<file path="config.mk">
export PLATFORM = sky130hd
export DESIGN_NAME = dns_response_parser
export DESIGN_NICKNAME = d
export VERILOG_FILES = /design/src/hw/rtl/dnsp_pkg.sv /design/src/hw/rtl/dnsp_parser.sv /design/src/hw/rtl/dnsp_queue.sv /design/src/hw/rtl/dns_response_parser.sv
export SDC_FILE = /design/constraint.sdc
export NUM_CORES = 1
export LEC_CHECK = 0
export BUFFER_PORTS_ARGS = -buffer_cell sky130_fd_sc_hd__buf_2
export CORE_AREA = 2 2 208 210
export DETAILED_ROUTE_END_ITERATION = 10
export DIE_AREA = 0 0 210 212
export PLACE_DENSITY = 0.58
export SYNTH_ARGS = -nofsm -noshare
export SYNTH_HDL_FRONTEND = slang
export SYNTH_SLANG_ARGS = --single-unit
</file>
<file path="constraint.sdc">
create_clock -name clk -period 10.8 [get_ports clk]
set_input_delay 1.08 -clock clk [delete_from_list [all_inputs] [get_ports clk]]
set_output_delay 1.08 -clock clk [all_outputs]
set_load 0.02 [all_outputs]
</file>
<file path="src/hw/rtl/dnsp_pkg.sv">
package dnsp_pkg;

	// Depth of the event queue between the parser and the output side
	localparam int DNSP_QUEUE_DEPTH = 4;

	localparam int KIND_W = 5;
	localparam int VALUE_W = 32;
	localparam int SEC_W = 3;

	// Event kinds
	localparam logic [KIND_W-1:0] EV_ID         = 5'd0;
	localparam logic [KIND_W-1:0] EV_FLAGS      = 5'd1;
	localparam logic [KIND_W-1:0] EV_QDCOUNT    = 5'd2;
	localparam logic [KIND_W-1:0] EV_ANCOUNT    = 5'd3;
	localparam logic [KIND_W-1:0] EV_NSCOUNT    = 5'd4;
	localparam logic [KIND_W-1:0] EV_ARCOUNT    = 5'd5;
	localparam logic [KIND_W-1:0] EV_LABEL_LEN  = 5'd6;
	localparam logic [KIND_W-1:0] EV_LABEL_BYTE = 5'd7;
	localparam logic [KIND_W-1:0] EV_NAME_END   = 5'd8;
	localparam logic [KIND_W-1:0] EV_POINTER    = 5'd9;
	localparam logic [KIND_W-1:0] EV_QTYPE      = 5'd10;
	localparam logic [KIND_W-1:0] EV_QCLASS     = 5'd11;
	localparam logic [KIND_W-1:0] EV_TYPE       = 5'd12;
	localparam logic [KIND_W-1:0] EV_CLASS      = 5'd13;
	localparam logic [KIND_W-1:0] EV_TTL        = 5'd14;
	localparam logic [KIND_W-1:0] EV_RDLENGTH   = 5'd15;
	localparam logic [KIND_W-1:0] EV_RDATA_BYTE = 5'd16;
	localparam logic [KIND_W-1:0] EV_ERROR      = 5'd17;

	// Sections
	localparam logic [SEC_W-1:0] SEC_HEADER     = 3'd0;
	localparam logic [SEC_W-1:0] SEC_QUESTION   = 3'd1;
	localparam logic [SEC_W-1:0] SEC_ANSWER     = 3'd2;
	localparam logic [SEC_W-1:0] SEC_AUTHORITY  = 3'd3;
	localparam logic [SEC_W-1:0] SEC_ADDITIONAL = 3'd4;

	// Header word indexes that load the record counts
	localparam logic [2:0] HDR_QDCOUNT = 3'd2;
	localparam logic [2:0] HDR_ANCOUNT = 3'd3;
	localparam logic [2:0] HDR_NSCOUNT = 3'd4;
	localparam logic [2:0] HDR_ARCOUNT = 3'd5;

	// Name byte label types (top two bits)
	localparam logic [1:0] LT_LABEL   = 2'b00;
	localparam logic [1:0] LT_POINTER = 2'b11;

	typedef enum logic [3:0] {
		PH_IDLE,
		PH_HDR,
		PH_NAME,
		PH_LABEL,
		PH_PTRLO,
		PH_QTYPE,
		PH_QCLASS,
		PH_TYPE,
		PH_CLASS,
		PH_TTL,
		PH_RDLEN,
		PH_RDATA,
		PH_DONE,
		PH_ERROR
	} phase_t;

	typedef struct packed {
		logic [KIND_W-1:0]  kind;
		logic [VALUE_W-1:0] value;
		logic [SEC_W-1:0]   section;
		logic               last;
	} evt_t;

endpackage

</file>
<file path="src/hw/rtl/dnsp_parser.sv">
module dnsp_parser (
	input  logic          clk,
	input  logic          arst_n,
	input  logic          accept,
	input  logic [7:0]    data_byte,
	input  logic          message_start,
	output logic          evt_valid,
	output dnsp_pkg::evt_t evt
);
	import dnsp_pkg::*;

	phase_t      phase_q, phase_nxt, eff_phase;
	logic [2:0]  word_q, word_nxt, eff_word;
	logic [1:0]  bcnt_q, bcnt_nxt, eff_bcnt;
	logic [31:0] acc_q, acc_new;
	logic [15:0] qd_q, an_q, ns_q, ar_q;
	logic [15:0] qd_nxt, an_nxt, ns_nxt, ar_nxt;
	logic [15:0] eff_qd, eff_an, eff_ns, eff_ar;
	logic [15:0] rec_qd, rec_an, rec_ns, rec_ar;
	logic [5:0]  label_q, label_nxt, label_dec;
	logic [15:0] rdata_q, rdata_nxt, rdata_dec;
	logic [5:0]  ptr_hi_q, ptr_hi_nxt;
	logic [2:0]  bcnt_inc;
	logic        fld_done, rec_done;
	logic [15:0] v16;
	logic [SEC_W-1:0] cur_sec;
	phase_t      after_name;

	// A message start discards whatever is in progress
	assign eff_phase = message_start ? PH_HDR : phase_q;
	assign eff_word  = message_start ? 3'd0 : word_q;
	assign eff_bcnt  = message_start ? 2'd0 : bcnt_q;
	assign eff_qd    = message_start ? 16'd0 : qd_q;
	assign eff_an    = message_start ? 16'd0 : an_q;
	assign eff_ns    = message_start ? 16'd0 : ns_q;
	assign eff_ar    = message_start ? 16'd0 : ar_q;

	assign acc_new  = {acc_q[23:0], data_byte};
	assign v16      = acc_new[15:0];
	assign bcnt_inc = {1'b0, eff_bcnt} + 3'd1;
	assign fld_done = (eff_phase == PH_TTL) ? (bcnt_inc == 3'd4) : (bcnt_inc >= 3'd2);

	assign label_dec = (label_q != 6'd0) ? label_q - 6'd1 : 6'd0;
	assign rdata_dec = (rdata_q != 16'd0) ? rdata_q - 16'd1 : 16'd0;

	always_comb begin
		if (eff_qd != 16'd0) cur_sec = SEC_QUESTION;
		else if (eff_an != 16'd0) cur_sec = SEC_ANSWER;
		else if (eff_ns != 16'd0) cur_sec = SEC_AUTHORITY;
		else cur_sec = SEC_ADDITIONAL;
	end

	assign after_name = (eff_qd != 16'd0) ? PH_QTYPE : PH_TYPE;

	// Counts after closing one record
	always_comb begin
		rec_qd = eff_qd;
		rec_an = eff_an;
		rec_ns = eff_ns;
		rec_ar = eff_ar;
		if (eff_qd != 16'd0) rec_qd = eff_qd - 16'd1;
		else if (eff_an != 16'd0) rec_an = eff_an - 16'd1;
		else if (eff_ns != 16'd0) rec_ns = eff_ns - 16'd1;
		else if (eff_ar != 16'd0) rec_ar = eff_ar - 16'd1;
	end
	assign rec_done = (rec_qd | rec_an | rec_ns | rec_ar) == 16'd0;

	// Next state
	always_comb begin
		phase_nxt  = eff_phase;
		word_nxt   = eff_word;
		bcnt_nxt   = eff_bcnt;
		qd_nxt     = eff_qd;
		an_nxt     = eff_an;
		ns_nxt     = eff_ns;
		ar_nxt     = eff_ar;
		label_nxt  = label_q;
		rdata_nxt  = rdata_q;
		ptr_hi_nxt = ptr_hi_q;

		unique case (eff_phase)
			PH_HDR, PH_QTYPE, PH_QCLASS, PH_TYPE, PH_CLASS, PH_TTL, PH_RDLEN: begin
				bcnt_nxt = fld_done ? 2'd0 : bcnt_inc[1:0];
			end
			default: ;
		endcase

		unique case (eff_phase)
			PH_HDR: begin
				if (fld_done) begin
					unique case (eff_word)
						HDR_QDCOUNT: qd_nxt = v16;
						HDR_ANCOUNT: an_nxt = v16;
						HDR_NSCOUNT: ns_nxt = v16;
						HDR_ARCOUNT: ar_nxt = v16;
						default: ;
					endcase
					if (eff_word != HDR_ARCOUNT) word_nxt = eff_word + 3'd1;
					else if ((eff_qd | eff_an | eff_ns | v16) == 16'd0) phase_nxt = PH_DONE;
					else phase_nxt = PH_NAME;
				end
			end
			PH_NAME: begin
				unique case (data_byte[7:6])
					LT_POINTER: begin
						ptr_hi_nxt = data_byte[5:0];
						phase_nxt  = PH_PTRLO;
					end
					LT_LABEL: begin
						if (data_byte == 8'h00) phase_nxt = after_name;
						else begin
							label_nxt = data_byte[5:0];
							phase_nxt = PH_LABEL;
						end
					end
					default: phase_nxt = PH_ERROR;
				endcase
			end
			PH_LABEL: begin
				label_nxt = label_dec;
				if (label_dec == 6'd0) phase_nxt = PH_NAME;
			end
			PH_PTRLO: phase_nxt = after_name;
			PH_QTYPE: if (fld_done) phase_nxt = PH_QCLASS;
			PH_QCLASS: begin
				if (fld_done) begin
					qd_nxt = rec_qd; an_nxt = rec_an; ns_nxt = rec_ns; ar_nxt = rec_ar;
					phase_nxt = rec_done ? PH_DONE : PH_NAME;
				end
			end
			PH_TYPE:  if (fld_done) phase_nxt = PH_CLASS;
			PH_CLASS: if (fld_done) phase_nxt = PH_TTL;
			PH_TTL:   if (fld_done) phase_nxt = PH_RDLEN;
			PH_RDLEN: begin
				if (fld_done) begin
					rdata_nxt = v16;
					if (v16 == 16'd0) begin
						qd_nxt = rec_qd; an_nxt = rec_an; ns_nxt = rec_ns; ar_nxt = rec_ar;
						phase_nxt = rec_done ? PH_DONE : PH_NAME;
					end else phase_nxt = PH_RDATA;
				end
			end
			PH_RDATA: begin
				rdata_nxt = rdata_dec;
				if (rdata_dec == 16'd0) begin
					qd_nxt = rec_qd; an_nxt = rec_an; ns_nxt = rec_ns; ar_nxt = rec_ar;
					phase_nxt = rec_done ? PH_DONE : PH_NAME;
				end
			end
			default: ;
		endcase
	end

	// Event outputs
	always_comb begin
		evt_valid   = 1'b0;
		evt.kind    = EV_ID;
		evt.value   = {24'd0, data_byte};
		evt.section = cur_sec;
		evt.last    = 1'b0;

		unique case (eff_phase)
			PH_HDR: begin
				evt_valid   = fld_done;
				evt.kind    = EV_ID + {2'd0, eff_word};
				evt.value   = {16'd0, v16};
				evt.section = SEC_HEADER;
				evt.last    = (eff_word == HDR_ARCOUNT) &&
				              ((eff_qd | eff_an | eff_ns | v16) == 16'd0);
			end
			PH_NAME: begin
				unique case (data_byte[7:6])
					LT_POINTER: evt_valid = 1'b0;
					LT_LABEL: begin
						evt_valid = 1'b1;
						if (data_byte == 8'h00) begin
							evt.kind  = EV_NAME_END;
							evt.value = 32'd0;
						end else evt.kind = EV_LABEL_LEN;
					end
					default: begin
						evt_valid = 1'b1;
						evt.kind  = EV_ERROR;
						evt.last  = 1'b1;
					end
				endcase
			end
			PH_LABEL: begin
				evt_valid = 1'b1;
				evt.kind  = EV_LABEL_BYTE;
			end
			PH_PTRLO: begin
				evt_valid = 1'b1;
				evt.kind  = EV_POINTER;
				evt.value = {18'd0, ptr_hi_q, data_byte};
			end
			PH_QTYPE: begin
				evt_valid   = fld_done;
				evt.kind    = EV_QTYPE;
				evt.value   = {16'd0, v16};
				evt.section = SEC_QUESTION;
			end
			PH_QCLASS: begin
				evt_valid   = fld_done;
				evt.kind    = EV_QCLASS;
				evt.value   = {16'd0, v16};
				evt.section = SEC_QUESTION;
				evt.last    = rec_done;
			end
			PH_TYPE: begin
				evt_valid = fld_done;
				evt.kind  = EV_TYPE;
				evt.value = {16'd0, v16};
			end
			PH_CLASS: begin
				evt_valid = fld_done;
				evt.kind  = EV_CLASS;
				evt.value = {16'd0, v16};
			end
			PH_TTL: begin
				evt_valid = fld_done;
				evt.kind  = EV_TTL;
				evt.value = acc_new;
			end
			PH_RDLEN: begin
				evt_valid = fld_done;
				evt.kind  = EV_RDLENGTH;
				evt.value = {16'd0, v16};
				evt.last  = (v16 == 16'd0) && rec_done;
			end
			PH_RDATA: begin
				evt_valid = 1'b1;
				evt.kind  = EV_RDATA_BYTE;
				evt.last  = (rdata_dec == 16'd0) && rec_done;
			end
			default: evt_valid = 1'b0;
		endcase

		if (!accept) evt_valid = 1'b0;
	end

	always_ff @(posedge clk or negedge arst_n) begin
		if (!arst_n) begin
			phase_q  <= PH_IDLE;
			word_q   <= 3'd0;
			bcnt_q   <= 2'd0;
			qd_q     <= 16'd0;
			an_q     <= 16'd0;
			ns_q     <= 16'd0;
			ar_q     <= 16'd0;
			label_q  <= 6'd0;
			rdata_q  <= 16'd0;
			ptr_hi_q <= 6'd0;
		end else if (accept) begin
			phase_q  <= phase_nxt;
			word_q   <= word_nxt;
			bcnt_q   <= bcnt_nxt;
			qd_q     <= qd_nxt;
			an_q     <= an_nxt;
			ns_q     <= ns_nxt;
			ar_q     <= ar_nxt;
			label_q  <= label_nxt;
			rdata_q  <= rdata_nxt;
			ptr_hi_q <= ptr_hi_nxt;
		end
	end

	always_ff @(posedge clk) begin
		if (accept) acc_q <= acc_new;
	end

endmodule

</file>
<file path="src/hw/rtl/dnsp_queue.sv">
module dnsp_queue #(
	parameter int DEPTH = dnsp_pkg::DNSP_QUEUE_DEPTH
) (
	input  logic           clk,
	input  logic           arst_n,
	input  logic           push,
	input  dnsp_pkg::evt_t push_evt,
	output logic           full,
	input  logic           pop,
	output logic           not_empty,
	output dnsp_pkg::evt_t head
);
	import dnsp_pkg::*;

	localparam int PTR_W = (DEPTH > 1) ? $clog2(DEPTH) : 1;
	localparam int CNT_W = $clog2(DEPTH + 1);
	localparam logic [PTR_W-1:0] PTR_LAST = PTR_W'(DEPTH - 1);
	localparam logic [CNT_W-1:0] CNT_FULL = CNT_W'(DEPTH);

	evt_t             slots_q [DEPTH];
	logic [PTR_W-1:0] wr_ptr_q, rd_ptr_q;
	logic [CNT_W-1:0] count_q;
	logic             do_push, do_pop;

	assign full      = (count_q == CNT_FULL);
	assign not_empty = (count_q != '0);
	assign do_push   = push && !full;
	assign do_pop    = pop && not_empty;
	assign head      = slots_q[rd_ptr_q];

	always_ff @(posedge clk) begin
		if (do_push) slots_q[wr_ptr_q] <= push_evt;
	end

	always_ff @(posedge clk or negedge arst_n) begin
		if (!arst_n) begin
			wr_ptr_q <= '0;
			rd_ptr_q <= '0;
			count_q  <= '0;
		end else begin
			if (do_push) wr_ptr_q <= (wr_ptr_q == PTR_LAST) ? '0 : wr_ptr_q + PTR_W'(1);
			if (do_pop)  rd_ptr_q <= (rd_ptr_q == PTR_LAST) ? '0 : rd_ptr_q + PTR_W'(1);
			if (do_push && !do_pop) count_q <= count_q + CNT_W'(1);
			else if (do_pop && !do_push) count_q <= count_q - CNT_W'(1);
		end
	end

endmodule

</file>
<file path="src/hw/rtl/dns_response_parser.sv">
// Channel  Handshake              Payload
// in       in_valid / in_stall    data_byte[7:0], message_start
// out      out_valid / out_stall  event_kind[4:0], event_value[31:0], section[2:0], last_event
//
// One byte is taken every cycle while the event queue has room; the per-byte parser
// update is combinational, so each byte pushes at most one event into the queue.
// in_stall rises only when the QUEUE_DEPTH-entry event queue is full, i.e. when the
// consumer has held out_stall long enough to back it up.
// Reset (arst_n low) returns the parser to idle and empties the queue; bytes seen
// before the first message_start produce no event.
module dns_response_parser #(
	parameter int QUEUE_DEPTH = dnsp_pkg::DNSP_QUEUE_DEPTH
) (
	input  logic        clk,
	input  logic        arst_n,
	input  logic        in_valid,
	output logic        in_stall,
	input  logic [7:0]  data_byte,
	input  logic        message_start,
	output logic        out_valid,
	input  logic        out_stall,
	output logic [4:0]  event_kind,
	output logic [31:0] event_value,
	output logic [2:0]  section,
	output logic        last_event
);
	import dnsp_pkg::*;

	logic accept;
	logic evt_valid;
	evt_t evt;
	logic q_full;
	logic q_pop;
	evt_t q_head;

	// Front: byte parser. A beat is taken whenever the queue is not full.
	assign in_stall = q_full;
	assign accept   = in_valid && !in_stall;

	dnsp_parser u_parser (
		.clk          (clk),
		.arst_n       (arst_n),
		.accept       (accept),
		.data_byte    (data_byte),
		.message_start(message_start),
		.evt_valid    (evt_valid),
		.evt          (evt)
	);

	// Back: event queue, its head is the output beat and holds while stalled
	assign q_pop = out_valid && !out_stall;

	dnsp_queue #(
		.DEPTH(QUEUE_DEPTH)
	) u_queue (
		.clk      (clk),
		.arst_n   (arst_n),
		.push     (evt_valid),
		.push_evt (evt),
		.full     (q_full),
		.pop      (q_pop),
		.not_empty(out_valid),
		.head     (q_head)
	);

	assign event_kind  = q_head.kind;
	assign event_value = q_head.value;
	assign section     = q_head.section;
	assign last_event  = q_head.last;

endmodule

</file>
==> impl_metrics.ini, run 1 <==
[outcome]
outcome = finished, final reports clean

[sta]
hold_viol = 0
whs_ns = 0.4402
period_share = 0.5690
layout_min_cycle_time_ns = 6.146
setup_viol = 0
worstMarginPinSlew_ns = 1.214
fin_skew_ns = 0.02608
final.setup.tns_ns = 0
drv_slew = 0
maxSlewHeadroom = 0.1833
rsz0062_at_grt = no
timing.fmax_mhz = 162.7

[synthesis]
ys_warn_count = 0
synth.avg_cell_area_um2 = 10.49
async_reset_ff_frac = 0.3649
synth_top_area_cell = edfxtp_1
synthCells = 1589
synth_nets = 1624
yosys-top-cells-area = edfxtp_1, dfrtp_1, mux4_2
ys_seq_elements = 296
syn_area_mm2 = 0.01667
synth_flop_cell = edfxtp_1
synth.distinct_cells = 83
synth_edf_count = 188
ys_seq_area_frac = 0.5008
yosysTopAreaCellShare = 0.3387

[global_route]
overflow = 0
grtUsageTotal = 0.2380
grt_antenna_before_repair = 1
grt_pass1_wl_mm = 81.57
grt_max_degree = 71
grt_pass1_vias = 13290

[clocking]
cts_root_buf = clkbuf_16
cts_resized = 0
clock_sinks = 296
clk_path_buf_depth = 3
cts_tree = yes
path_clk_slew_ns = 0.06
post_cts_buffers = 0
cts-hold-fix-buffers = 0
cts_made_buffers = 35
clk_latency_ns = 0.55
h-tree-depth = 2

[floorplanning]
start_util = 0.3922
num_rows = 76
die_area_mm2 = 0.04452
die_x_um = 210
coreArea_mm2 = 0.04251
die_y_um = 212
ioPinCount = 56

[power]
p_per_area_mw_per_mm2 = 239.2
p_clk_frac = 0.261
ir_drop_uv = 120.3
power_switching_share = 0.3911
leakagePower_nw = 6.784
comb_power_share = 0.370
power_mw = 4.445
p_sw_mw = 1.739
seq_power_share = 0.369
p_int_mw = 2.707

[routing]
met1_length_mm = 22.61
top_layer = met4
antenna_left = 0
drtPass1Iterations = 9
wl_met2_mm = 24.69
wl_per_cell_um = 24.41
route.vias.total = 13750
drcViolationCount = 0
wirelength_mm = 52.84
routed_via_density = 6.351
wl_met3_mm = 3.943
drt_iter0_markers = 1532

[cells_and_area]
drive_above_1_share = 0.1452
nets = 1627
nFillCells = 4003
final_cell_mix = edfxtp_1, nand2_1, o21ai_0
final_common_cell = edfxtp_1
area_delta_synth_final_pct = 11.47
antenna_cells = 0

[critical_path]
cp-startpoint = message_start
reg2reg_setup_slack_ns = 5.09
critPathLaunchType = input port
rr_endpoint = u_queue.slots_q[2][0]
worstPathRequired_ns = 11.06
arrival_ns = 6.40
crit_path_end = u_queue.slots_q[2][0]
crit_type = input port to flip-flop
r2r_cells = 13
end_kind = flip-flop
rr_startpoint = u_parser.qd_q[1]
crit_fanout = 55

[placement]
dp_hpwl_mm = 34.45
port_buffers = 55
place_congestion = 0.9335

[job]
maxCapViolCount = 0

[hold_path]
hold_class = flip-flop to flip-flop
logic make-up after synthesis:
kind of cell | after synthesis | share of synthesized area
xor+xnor | 23 | 0.01208
flops | 296 | 0.5008
compound gates | 461 | 0.1899
fa+ha+maj | 22 | 0.01696
buf+inv | 155 | 0.03573
simple gates | 565 | 0.1723
mux | 67 | 0.07228
cell type report:
type                       count  area [um2]  area share
sequential                   296        8351      0.4494
multi-input combinational   1138        7754      0.4173
timing repair buffer          90       543.0     0.02922
tap                          546       683.2     0.03677
clock inverter                21       219.0     0.01178
clock buffer                  43       915.9     0.04929
inverter                      31       116.4    0.006262
how the worst min path moves through the flow:
stage,end,slack [ns],startpoint,depth (start not counted)
floorplan,u_parser.acc_q[16],0.42,u_parser.acc_q[8],0
global placement,u_parser.acc_q[21],0.42,u_parser.acc_q[13],0
detailed placement,u_parser.acc_q[18],0.43,u_parser.acc_q[10],0
CTS,u_parser.acc_q[18],0.44,u_parser.acc_q[10],0
global route,u_parser.acc_q[18],0.45,u_parser.acc_q[10],0
finish,u_parser.acc_q[18],0.44,u_parser.acc_q[10],0
flip-flops by register name, indices dropped and copies added, names as in the netlist:
| signal | flops |
|---|---|
| u_queue.slots_q | 164 |
| u_parser.acc_q | 24 |
| u_parser.an_q | 16 |
| u_parser.ar_q | 16 |
| u_parser.ns_q | 16 |
| u_parser.qd_q | 16 |
| u_parser.rdata_q | 16 |
| u_parser.label_q | 6 |
| u_parser.ptr_hi_q | 6 |
| u_parser.phase_q | 4 |
| u_parser.word_q | 3 |
| u_queue.count_q | 3 |
| u_parser.bcnt_q | 2 |
| u_queue.rd_ptr_q | 2 |
| u_queue.wr_ptr_q | 2 |
power by group through the flow:
stage                     sequential [mW]  clock [mW]  combinational, mW
after detailed placement             1.65           0               1.65
final                                1.64        1.16               1.64
after floorplan                      1.54           0               1.22
after global placement               1.65           0               1.63
after global routing                 1.66        1.23               1.80
after CTS                            1.63        1.19               1.65
per-layer routing:
layer  track usage  vias up
met5             0        -
li1              -     6200
met2        0.3918      600
met3       0.03900       92
met1        0.3212     6858
met4       0.08046        0
stage by stage:
stage | setup WS, ns | cell area [um2] | std cells | util
2_1_floorplan | 4.518 | 16670 | 1589 | -
3_3_place_gp | 4.405 | 17450 | 2101 | 0.4105
3_5_place_dp | 4.264 | 17450 | 2101 | 0.4105
4_1_cts | 4.795 | 18580 | 2165 | 0.4372
5_1_grt | 4.341 | 18580 | 2165 | 0.4372
6_report | 4.654 | 18580 | 2165 | 0.4372
worst max-delay path, cell delays in order:
cell	delay, ns
buf_4	0.10
buf_4	0.49
nor2b_1	0.23
inv_1	0.13
ha_1	0.27
or4b_2	0.64
o41ai_4	0.57
nand2_4	0.18
a2111oi_2	0.82
mux2i_1	0.25
a21boi_0	0.09
or4_1	0.48
or4_4	0.47
o31ai_1	0.55
cell usage after synthesis (21+ instances only):
master	n
a21oi_1	74
a222oi_1	24
a22oi_1	21
and3_1	25
clkbuf_1	103
dfrtp_1	108
edfxtp_1	188
ha_1	21
inv_1	30
mux4_2	41
nand2_1	153
nand3_1	23
nor2_1	131
nor2b_1	23
nor3_1	44
nor4_1	40
o21ai_0	140
or3_1	21
Note: power is estimated with default switching activity, not from simulation.
==> run 2, diff against run 1 <==
- clock period: 10.8 -> 6.1 ns (I/O delays scaled with it)
==> impl_metrics.ini, run 2 (synthesis gave the netlist of run 1 again) <==
[critical_path]
crit_type = flip-flop to flip-flop
end_kind = flip-flop
arrival_ns = 5.47
critPathLaunchType = flip-flop
crit_fanout = 9
worstPathRequired_ns = 6.36

[sta]
fin_skew_ns = 0.02097
timing.fmax_mhz = 192.0
maxSlewHeadroom = 0.2380
rsz0062_at_grt = no
final.setup.tns_ns = 0
drv_slew = 0
worstMarginPinSlew_ns = 1.139
layout_min_cycle_time_ns = 5.208
hold_viol = 0
whs_ns = 0.03695
setup_viol = 0
period_share = 0.8538

[job]
maxCapViolCount = 0

[routing]
wl_met2_mm = 25.02
wl_per_cell_um = 24.82
drt_iter0_markers = 1664
wirelength_mm = 54.31
routed_via_density = 6.329
antenna_left = 0
top_layer = met5
drcViolationCount = 0
route.vias.total = 13850
wl_met3_mm = 4.340
drtPass1Iterations = 7
met1_length_mm = 22.93

[clocking]
clk_path_buf_depth = 3
h-tree-depth = 2
cts_made_buffers = 35
post_cts_buffers = 0
cts_root_buf = clkbuf_16
path_clk_slew_ns = 0.06
clk_latency_ns = 0.55
clock_sinks = 296
cts-hold-fix-buffers = 0
cts_tree = yes
cts_resized = 0

[floorplanning]
coreArea_mm2 = 0.04251
ioPinCount = 56
num_rows = 76
die_area_mm2 = 0.04452
die_x_um = 210
start_util = 0.3922
die_y_um = 212

[global_route]
grtUsageTotal = 0.2456
grt_max_degree = 70
grt_antenna_before_repair = 4
grt_pass1_vias = 13560
overflow = 0
grt_pass1_wl_mm = 83.63

[cells_and_area]
top_regs = u_queue.slots_q x164, u_parser.acc_q x24
area_delta_synth_final_pct = 12.38
nFillCells = 3969
largest_reg_flops = 164
regMostFlops = u_queue.slots_q
final_common_cell = edfxtp_1
final_cell_mix = edfxtp_1, nand2_1, o21ai_0
nets = 1649
drive_above_1_share = 0.1542

[placement]
place_congestion = 0.9541
dp_hpwl_mm = 35.87
port_buffers = 55

[hold_path]
hold_class = input port to asynchronous set/reset pin

[outcome]
outcome = finished, final reports clean

[power]
p_per_area_mw_per_mm2 = 420.0
leakagePower_nw = 6.879
ir_drop_uv = 220.1
run 2: critical path: stages, from the launching register on:
cell and delay (ns):
dfrtp_1 0.46, nor2b_1 0.22, inv_1 0.09, ha_1 0.26, or4b_2 0.65, o41ai_4 0.57
nor2_1 0.25, buf_4 0.21, a32o_1 0.24, a2111oi_0 0.38, and4b_1 0.29, nand4_1 0.12
or4_4 0.62, o31ai_1 0.54
run 2: per-stage QoR:
stage | total power [mW] | std cells | util | instance area, um2 | setup slack, ns
global route | 8.322 | 2187 | 0.4407 | 18730 | 0.6746
CTS | 7.905 | 2187 | 0.4407 | 18730 | 0.9693
finish | 7.867 | 2188 | 0.4407 | 18730 | 0.8917
detailed placement | 5.898 | 2123 | 0.4150 | 17640 | 0.6908
floorplan | 4.886 | 1589 | - | 16670 | 0.2876
global placement | 5.869 | 2123 | 0.4150 | 17640 | 0.8318
run 2: power by group:
group          total (mW)  internal (mW)  switching [mW]
registers            2.98           2.54           0.442
logic                2.90           1.12            1.78
clock network        1.99           1.14           0.850
run 2: per-layer routing:
metal,track usage,up-vias
met5,0,-
met4,0.09146,4
met3,0.04934,136
met2,0.4021,643
met1,0.3240,6822
li1,-,6242
run 2: worst paths after layout:
| kind | start | end | slack [ns] | depth (start not counted) |
|---|---|---|---|---|
| hold / removal | arst_n | u_parser.an_q[11] | 0.04 | 1 |
| max in group asynchronous | arst_n | u_parser.phase_q[0] | 4.69 | 2 |
| setup / recovery | u_parser.an_q[1] | u_queue.slots_q[3][0] | 0.89 | 13 |
| hold reg to reg | u_parser.acc_q[10] | u_parser.acc_q[18] | 0.44 | 0 |
| min in group clk | u_parser.acc_q[10] | u_parser.acc_q[18] | 0.44 | 0 |
| setup reg to reg | u_parser.an_q[1] | u_queue.slots_q[3][0] | 0.89 | 13 |
run 2: final cells by class:
cell class,instances,area [um2],share of cell area
repair buffers,112,733.2,0.03914
inverters,31,116.4,0.006212
clock buffers,47,940.9,0.05023
flip-flops and latches,296,8351,0.4458
multi-input cells,1138,7755,0.4140
well taps,546,683.2,0.03647
diodes,1,2.502,0.0001336
clock inverters,17,151.4,0.008082
